<file path="src/rtl/core/sha256_stream_hasher_assert.svh">
// Assertion macros for the hasher.
`ifndef SHA256_STREAM_HASHER_ASSERT_SVH
`define SHA256_STREAM_HASHER_ASSERT_SVH

// Implication checked on every clock edge outside reset.
`define SHA_ASSERT_IMP(label, clk, rst_n, ante, cons, msg) \
  label: assert property (@(posedge clk) disable iff (!rst_n) (ante) |-> (cons)) \
    else $error(msg);

// Next-cycle implication.
`define SHA_ASSERT_NXT(label, clk, rst_n, ante, cons, msg) \
  label: assert property (@(posedge clk) disable iff (!rst_n) (ante) |=> (cons)) \
    else $error(msg);

`endif

</file>
<file path="src/rtl/core/sha_pkg.sv">
`timescale 1ns / 1ps
`default_nettype none
package sha_pkg;

  typedef logic [31:0] word_t;

  localparam int unsigned RoundCount = 64;

  localparam word_t InitHash [8] = '{
    32'h6a09e667, 32'hbb67ae85, 32'h3c6ef372, 32'ha54ff53a,
    32'h510e527f, 32'h9b05688c, 32'h1f83d9ab, 32'h5be0cd19
  };

  localparam word_t RoundK [64] = '{
    32'h428a2f98, 32'h71374491, 32'hb5c0fbcf, 32'he9b5dba5,
    32'h3956c25b, 32'h59f111f1, 32'h923f82a4, 32'hab1c5ed5,
    32'hd807aa98, 32'h12835b01, 32'h243185be, 32'h550c7dc3,
    32'h72be5d74, 32'h80deb1fe, 32'h9bdc06a7, 32'hc19bf174,
    32'he49b69c1, 32'hefbe4786, 32'h0fc19dc6, 32'h240ca1cc,
    32'h2de92c6f, 32'h4a7484aa, 32'h5cb0a9dc, 32'h76f988da,
    32'h983e5152, 32'ha831c66d, 32'hb00327c8, 32'hbf597fc7,
    32'hc6e00bf3, 32'hd5a79147, 32'h06ca6351, 32'h14292967,
    32'h27b70a85, 32'h2e1b2138, 32'h4d2c6dfc, 32'h53380d13,
    32'h650a7354, 32'h766a0abb, 32'h81c2c92e, 32'h92722c85,
    32'ha2bfe8a1, 32'ha81a664b, 32'hc24b8b70, 32'hc76c51a3,
    32'hd192e819, 32'hd6990624, 32'hf40e3585, 32'h106aa070,
    32'h19a4c116, 32'h1e376c08, 32'h2748774c, 32'h34b0bcb5,
    32'h391c0cb3, 32'h4ed8aa4a, 32'h5b9cca4f, 32'h682e6ff3,
    32'h748f82ee, 32'h78a5636f, 32'h84c87814, 32'h8cc70208,
    32'h90befffa, 32'ha4506ceb, 32'hbef9a3f7, 32'hc67178f2
  };

  typedef struct packed {
    logic [7:0] data_byte;
    logic       byte_present;
    logic       final_item;
  } in_word_t;

  typedef struct packed {
    word_t      digest_word;
    logic [2:0] word_index;
    logic       last_word;
  } out_word_t;

  // Control from the byte sequencer to the round unit.
  typedef struct packed {
    logic start;
  } rnd_req_t;

  typedef struct packed {
    logic busy;
    logic done;
  } rnd_sts_t;

  function automatic word_t rotr(word_t x, int unsigned n);
    return (x >> n) | (x << (32 - n));
  endfunction

endpackage
`default_nettype wire

</file>
<file path="src/rtl/core/sha_stream_if.sv">
`timescale 1ns / 1ps
`default_nettype none
interface sha_in_if;
  logic               valid;
  logic               ready;
  sha_pkg::in_word_t  payload;
  modport source (output valid, output payload, input ready);
  modport sink   (input valid, input payload, output ready);
endinterface

interface sha_out_if;
  logic               valid;
  logic               ready;
  sha_pkg::out_word_t payload;
  modport source (output valid, output payload, input ready);
  modport sink   (input valid, input payload, output ready);
endinterface
`default_nettype wire

</file>
<file path="src/rtl/core/sha_rounds.sv">
`timescale 1ns / 1ps
`default_nettype none
// Compression engine. Schedule window lives in a 16x32 memory with registered
// read; rounds 16-63 read W[t-15], W[t-2], W[t-7], W[t-16] in turn, write
// W[t] back and update the working variables; rounds 0-15 read only W[t].
module sha_rounds (
  input  wire logic              clk_i,
  input  wire logic              rst_ni,
  // word writes into the schedule memory
  input  wire logic              wr_en_i,
  input  wire logic [3:0]        wr_addr_i,
  input  wire sha_pkg::word_t    wr_data_i,
  input  wire sha_pkg::rnd_req_t req_i,
  input  wire logic              clear_i,
  input  wire logic [2:0]        rd_idx_i,
  output sha_pkg::word_t         hash_o,
  output sha_pkg::rnd_sts_t      sts_o
);

  typedef enum logic [2:0] {
    RIdle, RRd15, RRd2, RRd7, RRd16, RCalc, RFin
  } rstate_e;

  sha_pkg::word_t mem [16];
  sha_pkg::word_t rd_q;
  logic [3:0]     raddr;

  rstate_e        state_q;
  logic [5:0]     t_q;
  sha_pkg::word_t x15_q, x2_q, x7_q;
  sha_pkg::word_t v_q [8];
  sha_pkg::word_t h_q [8];
  logic [2:0]     fin_q;

  logic           rnd_wr;
  sha_pkg::word_t w_new;
  sha_pkg::word_t w_cur;
  sha_pkg::word_t g0, g1, s0, s1, ch, mj, t1, t2;

  always_comb begin
    raddr = t_q[3:0];
    case (state_q)
      RRd15:   raddr = t_q[3:0] - 4'd15;
      RRd2:    raddr = t_q[3:0] - 4'd2;
      RRd7:    raddr = t_q[3:0] - 4'd7;
      default: raddr = t_q[3:0];
    endcase
  end

  always_comb begin
    g0 = sha_pkg::rotr(x15_q, 7) ^ sha_pkg::rotr(x15_q, 18) ^ (x15_q >> 3);
    g1 = sha_pkg::rotr(x2_q, 17) ^ sha_pkg::rotr(x2_q, 19) ^ (x2_q >> 10);
    w_new = rd_q + g0 + x7_q + g1;
    w_cur = (t_q >= 6'd16) ? w_new : rd_q;
    s1 = sha_pkg::rotr(v_q[4], 6) ^ sha_pkg::rotr(v_q[4], 11) ^ sha_pkg::rotr(v_q[4], 25);
    ch = (v_q[4] & v_q[5]) ^ (~v_q[4] & v_q[6]);
    t1 = v_q[7] + s1 + ch + sha_pkg::RoundK[t_q] + w_cur;
    s0 = sha_pkg::rotr(v_q[0], 2) ^ sha_pkg::rotr(v_q[0], 13) ^ sha_pkg::rotr(v_q[0], 22);
    mj = (v_q[0] & v_q[1]) ^ (v_q[0] & v_q[2]) ^ (v_q[1] & v_q[2]);
    t2 = s0 + mj;
    rnd_wr = (state_q == RCalc) && (t_q >= 6'd16);
  end

  always_ff @(posedge clk_i) begin
    if (wr_en_i) begin
      mem[wr_addr_i] <= wr_data_i;
    end else if (rnd_wr) begin
      mem[t_q[3:0]] <= w_new;
    end
    rd_q <= mem[raddr];
  end

  always_ff @(posedge clk_i or negedge rst_ni) begin
    if (!rst_ni) begin
      state_q <= RIdle;
      t_q     <= '0;
      fin_q   <= '0;
      for (int i = 0; i < 8; i++) h_q[i] <= sha_pkg::InitHash[i];
    end else begin
      case (state_q)
        RIdle: begin
          if (clear_i) begin
            for (int i = 0; i < 8; i++) h_q[i] <= sha_pkg::InitHash[i];
          end
          if (req_i.start) begin
            for (int i = 0; i < 8; i++) v_q[i] <= h_q[i];
            t_q     <= '0;
            state_q <= RRd16;
          end
        end
        RRd15: state_q <= RRd2;
        RRd2: begin
          x15_q   <= rd_q;
          state_q <= RRd7;
        end
        RRd7: begin
          x2_q    <= rd_q;
          state_q <= RRd16;
        end
        RRd16: begin
          if (t_q >= 6'd16) x7_q <= rd_q;
          state_q <= RCalc;
        end
        RCalc: begin
          for (int i = 1; i < 8; i++) begin
            if (i != 4) v_q[i] <= v_q[i-1];
          end
          v_q[4] <= v_q[3] + t1;
          v_q[0] <= t1 + t2;
          t_q    <= t_q + 6'd1;
          if (t_q == 6'(sha_pkg::RoundCount - 1)) begin
            fin_q   <= '0;
            state_q <= RFin;
          end else if (t_q >= 6'd15) begin
            state_q <= RRd15;
          end else begin
            state_q <= RRd16;
          end
        end
        RFin: begin
          h_q[fin_q] <= h_q[fin_q] + v_q[fin_q];
          fin_q      <= fin_q + 3'd1;
          if (fin_q == 3'd7) state_q <= RIdle;
        end
        default: state_q <= RIdle;
      endcase
    end
  end

  assign hash_o    = h_q[rd_idx_i];
  assign sts_o.busy = (state_q != RIdle);
  assign sts_o.done = (state_q == RFin) && (fin_q == 3'd7);

endmodule
`default_nettype wire

</file>
<file path="src/rtl/core/sha256_stream_hasher.sv">
`timescale 1ns / 1ps
`default_nettype none
// Channel | Dir | Payload
// in_if   | in  | data_byte[8], byte_present, final_item
// out_if  | out | digest_word[32], word_index[3], last_word
//
// A byte that fills no block passes accept (SIdle), store (SByte) and next-step
// check (SPad). A full block runs 64 rounds in the round unit: rounds 0-15 pass
// RRd16 and RCalc, rounds 16-63 pass RRd15, RRd2, RRd7, RRd16 and RCalc (schedule
// memory reads), then RFin adds the working variables into the hash. A final
// word pads up to two blocks, then sends eight words, one per cycle when the
// sink is ready. Reset restores the initial hash; the schedule memory needs no
// clear. Input stalls while a block compresses or the digest sends.
module sha256_stream_hasher (
  input  wire logic clk_i,
  input  wire logic rst_ni,
  sha_in_if.sink    in_if,
  sha_out_if.source out_if
);

  typedef enum logic [2:0] {
    SIdle, SByte, SWait, SPad, SOut, SClr
  } state_e;

  state_e         state_q;
  logic [5:0]     cnt_q;
  logic [63:0]    len_q;
  logic [63:0]    plen_q;
  logic           fin_q;
  logic           padded_q;
  logic [7:0]     byte_q;
  logic [3:0]     pad_cnt_q;
  sha_pkg::word_t acc_q;
  logic [2:0]     oidx_q;
  logic           ovalid_q;

  logic              wr_en;
  sha_pkg::rnd_req_t req;
  sha_pkg::rnd_sts_t sts;
  sha_pkg::word_t    hash;
  sha_pkg::word_t    acc_d;
  logic              clear;

  always_comb begin
    case (cnt_q[1:0])
      2'd0:    acc_d = {byte_q, 24'd0};
      2'd1:    acc_d = {acc_q[31:24], byte_q, 16'd0};
      2'd2:    acc_d = {acc_q[31:16], byte_q, 8'd0};
      default: acc_d = {acc_q[31:8], byte_q};
    endcase
  end

  assign wr_en     = (state_q == SByte) && (cnt_q[1:0] == 2'd3);
  assign req.start = (state_q == SByte) && (cnt_q == 6'd63);
  assign clear     = (state_q == SClr);

  sha_rounds u_rounds (
    .clk_i     (clk_i),
    .rst_ni    (rst_ni),
    .wr_en_i   (wr_en),
    .wr_addr_i (cnt_q[5:2]),
    .wr_data_i (acc_d),
    .req_i     (req),
    .clear_i   (clear),
    .rd_idx_i  (oidx_q),
    .hash_o    (hash),
    .sts_o     (sts)
  );

  assign in_if.ready = (state_q == SIdle);
  assign out_if.valid = ovalid_q;
  assign out_if.payload.digest_word = hash;
  assign out_if.payload.word_index  = oidx_q;
  assign out_if.payload.last_word   = (oidx_q == 3'd7);

  always_ff @(posedge clk_i or negedge rst_ni) begin
    if (!rst_ni) begin
      state_q   <= SIdle;
      cnt_q     <= '0;
      len_q     <= '0;
      plen_q    <= '0;
      fin_q     <= 1'b0;
      padded_q  <= 1'b0;
      pad_cnt_q <= '0;
      oidx_q    <= '0;
      ovalid_q  <= 1'b0;
    end else begin
      case (state_q)
        SIdle: begin
          if (in_if.valid) begin
            fin_q    <= in_if.payload.final_item;
            padded_q <= 1'b0;
            plen_q   <= len_q + (in_if.payload.byte_present ? 64'd8 : 64'd0);
            if (in_if.payload.byte_present) begin
              byte_q  <= in_if.payload.data_byte;
              len_q   <= len_q + 64'd8;
              state_q <= SByte;
            end else if (in_if.payload.final_item) begin
              byte_q   <= 8'h80;
              padded_q <= 1'b1;
              state_q  <= SByte;
            end
          end
        end
        SByte: begin
          acc_q   <= acc_d;
          cnt_q   <= cnt_q + 6'd1;
          state_q <= (cnt_q == 6'd63) ? SWait : SPad;
        end
        SWait: begin
          if (!sts.busy) state_q <= SPad;
        end
        SPad: begin
          if (!fin_q) begin
            state_q <= SIdle;
          end else if (!padded_q) begin
            byte_q   <= 8'h80;
            padded_q <= 1'b1;
            state_q  <= SByte;
          end else if (cnt_q != 6'd56 && pad_cnt_q == 4'd0) begin
            byte_q  <= 8'h00;
            state_q <= SByte;
          end else if (pad_cnt_q != 4'd8) begin
            byte_q    <= plen_q[63 - 8*pad_cnt_q[2:0] -: 8];
            pad_cnt_q <= pad_cnt_q + 4'd1;
            state_q   <= SByte;
          end else begin
            pad_cnt_q <= '0;
            oidx_q    <= '0;
            ovalid_q  <= 1'b1;
            state_q   <= SOut;
          end
        end
        SOut: begin
          if (out_if.ready) begin
            oidx_q <= oidx_q + 3'd1;
            if (oidx_q == 3'd7) begin
              ovalid_q <= 1'b0;
              state_q  <= SClr;
            end
          end
        end
        SClr: begin
          len_q   <= '0;
          cnt_q   <= '0;
          fin_q   <= 1'b0;
          state_q <= SIdle;
        end
        default: state_q <= SIdle;
      endcase
    end
  end

  `include "sha256_stream_hasher_assert.svh"

  `SHA_ASSERT_IMP(a_no_accept_busy, clk_i, rst_ni, sts.busy, !in_if.ready, "accept while busy")
  `SHA_ASSERT_IMP(a_out_idle, clk_i, rst_ni, out_if.valid, !sts.busy && !in_if.ready, "output while busy")
  `SHA_ASSERT_NXT(a_last_done, clk_i, rst_ni, out_if.valid && out_if.ready && out_if.payload.last_word, !out_if.valid, "output after last")
  `SHA_ASSERT_NXT(a_done_idle, clk_i, rst_ni, sts.done, !sts.busy, "round unit busy after done")

endmodule
`default_nettype wire

</file>
<file path="src/flat_wrapper.sv">
// flat-port wrapper written by rule: the top's interface ports become plain ports
module sha256_stream_hasher_flat 
  (clk_i, rst_ni, in_if_valid, in_if_payload, in_if_ready, out_if_valid, out_if_payload, out_if_ready);
  sha_in_if in_if_i ();
  sha_out_if out_if_i ();
  input  wire logic clk_i;
  input  wire logic rst_ni;
  input wire logic [$bits(in_if_i.valid)-1:0] in_if_valid;
  input wire logic [$bits(in_if_i.payload)-1:0] in_if_payload;
  output wire logic [$bits(in_if_i.ready)-1:0] in_if_ready;
  output wire logic [$bits(out_if_i.valid)-1:0] out_if_valid;
  output wire logic [$bits(out_if_i.payload)-1:0] out_if_payload;
  input wire logic [$bits(out_if_i.ready)-1:0] out_if_ready;
  assign in_if_i.valid = in_if_valid;
  assign in_if_i.payload = in_if_payload;
  assign in_if_ready = in_if_i.ready;
  assign out_if_valid = out_if_i.valid;
  assign out_if_payload = out_if_i.payload;
  assign out_if_i.ready = out_if_ready;
  sha256_stream_hasher u_core (.clk_i(clk_i), .rst_ni(rst_ni), .in_if(in_if_i), .out_if(out_if_i));
endmodule
</file>
<file path="config.mk">
export PLATFORM = sky130hd
export DESIGN_NAME = sha256_stream_hasher_flat
export DESIGN_NICKNAME = d
export VERILOG_FILES = /design/src/rtl/core/sha_pkg.sv /design/src/rtl/core/sha_stream_if.sv /design/src/rtl/core/sha_rounds.sv /design/src/rtl/core/sha256_stream_hasher.sv /design/src/flat_wrapper.sv
export VERILOG_INCLUDE_DIRS = /design/src /design/src/rtl/core
export SDC_FILE = /design/constraint.sdc
export NUM_CORES = 2
export LEC_CHECK = 0
export BUFFER_PORTS_ARGS = -buffer_cell sky130_fd_sc_hd__buf_2
export CAP_MARGIN = 5
export CORE_ASPECT_RATIO = 1.75
export CORE_MARGIN = 2
export CORE_UTILIZATION = 39
export CTS_BUF_LIST = sky130_fd_sc_hd__clkbuf_16
export DETAILED_ROUTE_END_ITERATION = 10
export GPL_ROUTABILITY_DRIVEN = 1
export PLACE_DENSITY_LB_ADDON = 0.05
export SETUP_SLACK_MARGIN = 0.4
export SYNTH_ARGS = -nofsm -noshare
export SYNTH_HDL_FRONTEND = slang
export SYNTH_SLANG_ARGS = --single-unit
export TNS_END_PERCENT = 1
</file>
<file path="constraint.sdc">
create_clock -name clk_i -period 18.6 [get_ports clk_i]
set_clock_uncertainty 0.1 [all_clocks]
set_input_delay 1.86 -clock clk_i [delete_from_list [all_inputs] [get_ports clk_i]]
set_output_delay 1.86 -clock clk_i [all_outputs]
set_load 0.01 [all_outputs]
</file>
==> results.py <==
metrics = {
    "placed_design": {
        "dp_cells": 8586,
        "numPortBuffers": 51,
        "dp_hpwl_mm": 212,
        "place_congestion": 1.00,
    },
    "global_routing": {
        "grt_pass1_wl_mm": 425,
        "antenna_found_initial": 7,
        "globalRouteMet3Util": 0.0385,
        "top_usage_layer": "met2",
        "grt_use_met2": 0.564,
        "use_met1": 0.325,
        "grt-ovfl-total": 0,
        "grt_max_degree": 109,
        "first_global_vias": 54900,
        "grt_util_all_layers": 0.307,
    },
    "cts": {
        "tritoncts": "built",
        "numCtsBuffers": 148,
        "cts_root_buffer": "clkbuf_16",
        "htreeDepth": 4,
        "cts_resized": 0,
        "cts.sinks": 1337,
        "clk_latency_ps": 820,
        "hold_buffers": 0,
        "cts.path.max_buffers": 4,
        "post_cts_buffers": 0,
        "clk_pin_slew_ps": 60,
    },
    "logic_synthesis": {
        "synth_top_family_by_area": "compound AO/OA/AOI/OAI gates",
        "synth_edf_count": 896,
        "synth_xor_area_frac": 0.0587,
        "synthFlopType": "edfxtp_1",
        "synth.distinct_cells": 93,
        "syn_area_um2": 75500,
        "synth-async-reset-ratio": 0.306,
        "synth.area.top_cells": "edfxtp_1, dfrtp_1, mux4_2",
        "synthDominantCellAreaShare": 0.357,
        "synth_mux_area_frac": 0.111,
        "synthCells": 6210,
        "avgSynthCellArea_um2": 12.2,
        "yosysSeqAreaShare": 0.503,
        "synth_adder_area_share": 0.0834,
        "ys_ff_latch": 1337,
        "ys.warnings.count": 0,
        "syn_nets": 6600,
        "synth_compound_area_frac": 0.131,
        "synth-simple-area-share": 0.0747,
        "yosys.area.top_type": "edfxtp_1",
    },
    "route": {
        "viasPerCell": 6.02,
        "drc": 0,
        "dr.first_iter.drc_count": 4029,
        "ant_nets": 0,
        "routed_wl_mm": 302,
        "wl_per_cell_um": 34.2,
        "vias": 53200,
        "firstDrtPassIters": 6,
    },
    "timing": {
        "whs_ps": 402,
        "worst_pin_slew_ps": 1410,
        "drv_slew": 0,
        "hold_viol": 0,
        "timing.final.crit_share": 0.607,
        "finalSetupViolations": 0,
        "max_slew_margin": 0.0580,
        "timing.fmax_mhz": 88.5,
        "tns_ps": 0,
        "rsz0062_at_grt": "false",
        "min_period_ps": 11290,
    },
    "critical_path": {
        "reg2reg_from": "u_core.u_rounds.x15_q[8]",
        "end_kind": "register",
        "path_class": "reg -> reg",
        "crit_path_start_kind": "register",
        "cpMaxStageDelayCell": "o31ai_1",
        "worstPathRequired_ps": 19050,
        "critical_path.max_stage_delay_ps": 620,
        "critPathArrivalTime_ps": 11740,
        "r2r_slack_ps": 7310,
        "path_max_fanout": 5,
        "rr_endpoint": "u_core.u_rounds.v_q[0][31]",
        "crit_top_cell": "fa_1",
        "rr_worst_depth": 43,
    },
    "finish": {
        "final_nets": 6546,
        "layout_common_cells": "edfxtp_1, inv_1, nand2_1",
        "final_layout_size_suffix_gt1_frac": 0.179,
        "final_common_cell": "edfxtp_1",
        "final_util": 0.434,
        "syn2layout_area_growth_pct": 10.6,
        "final_cells": 8844,
        "n_fill_cell": 18200,
    },
    "min_path": {
        "hold_end": "u_core.plen_q[4]",
        "holdCritStartpoint": "u_core.plen_q[4]",
        "min_path_cells": 1,
        "hp-class": "reg -> reg",
    },
    "floorplan": {
        "die_w_um": 336,
        "rows": 213,
        "fp.dieArea_um2": 197000,
        "die_h_um": 586,
        "num_io_pins": 52,
        "initial_core_util": 0.392,
        "core_region_area_um2": 192000,
    },
    "outcome": {
        "status": "finished clean",
    },
    "flow_run": {
        "maxCapViolCount": 0,
    },
}
## Yosys cell counts, drive strengths merged, types with 108 or more instances
master  count
a22o      130
a21oi     329
a22oi     257
mux4      210
inv       356
dfstp     136
nand2     376
nand3     108
dfrtp     273
fa        188
edfxtp    896
o22a      117
clkbuf    348
nor2      344
mux2      277
xor2      173
o21ai     272
xnor2     330
ha        188
## how the worst max path moves through the flow
stage	start	to	slack, ps	cells past startpoint
finish	u_core.u_rounds.x15_q[8]	u_core.u_rounds.v_q[0][31]	7310	43
global route	u_core.u_rounds.x15_q[8]	u_core.u_rounds.v_q[0][31]	6750	43
CTS	u_core.u_rounds.x15_q[8]	u_core.u_rounds.v_q[0][31]	7330	43
detailed placement	u_core.u_rounds.x15_q[8]	u_core.u_rounds.v_q[0][31]	7350	43
global placement	u_core.u_rounds.x15_q[8]	u_core.u_rounds.v_q[0][31]	7400	43
floorplan	rst_ni	u_core.u_rounds.v_q[0][0]	5110	2
## worst max-delay path: cells and delay by family, from the launching register on
kind                     cells  cell delay (ps)
adder cells (fa/ha/maj)      9             3810
AO/OA/AOI/OAI               19             4500
AND/OR/NAND/NOR              5              520
buffers and inverters        5              340
flip-flops                   1              460
XOR/XNOR                     5             1290
## final cells by class
class	count	area, um2	share of cell area
Timing Repair Buffer	204	1440	0.0172
Clock inverter	101	708	0.00848
Sequential cell	1337	38000	0.455
Clock buffer	152	3800	0.0456
Tap cell	2580	3230	0.0387
Multi-Input combinational cell	4108	35000	0.419
Antenna cell	5	12.5	0.000150
Inverter	357	1340	0.0161
## per-layer routing
| metal | up-vias | part of all wire |
|---|---|---|
| met4 | 4 | 0.081 |
| met3 | 748 | 0.042 |
| met5 | - | 0.00011 |
| met1 | 27700 | 0.35 |
| met2 | 1829 | 0.53 |
| li1 | 22900 | - |
## sequential cells by signal, indices dropped and copies added, names as in the netlist, 6 cells and up
signal	flops
u_core.u_rounds.x2_q	32
u_core.u_rounds.mem	512
u_core.cnt_q	6
u_core.len_q	61
u_core.acc_q	24
u_core.u_rounds.rd_q	32
u_core.u_rounds.t_q	6
u_core.u_rounds.h_q	256
u_core.byte_q	8
u_core.plen_q	61
u_core.u_rounds.v_q	256
u_core.u_rounds.x7_q	32
u_core.u_rounds.x15_q	32
## cell families (layout without fill, tap and decap cells)
kind of cell | count (synthesis) | after routing
AO/OA/AOI/OAI | 1454 | 1454
XOR/XNOR | 504 | 504
adder cells (fa/ha/maj) | 394 | 394
buffers and inverters | 765 | 814
flip-flops | 1337 | 1337
multiplexers | 543 | 543
other | 0 | 5
AND/OR/NAND/NOR | 1213 | 1213
## stage by stage
| step | setup WS [ps] | instance area [um2] |
|---|---|---|
| 2_1_floorplan | 5110 | 75500 |
| 3_3_place_gp | 7400 | 79000 |
| 3_5_place_dp | 7350 | 79000 |
| 4_1_cts | 7330 | 83500 |
| 5_1_grt | 6750 | 83500 |
| 6_report | 7310 | 83500 |
Power is left out: the tool's default activity adds up to more than one toggle a clock period on the data nets, which glitch-free logic cannot reach.
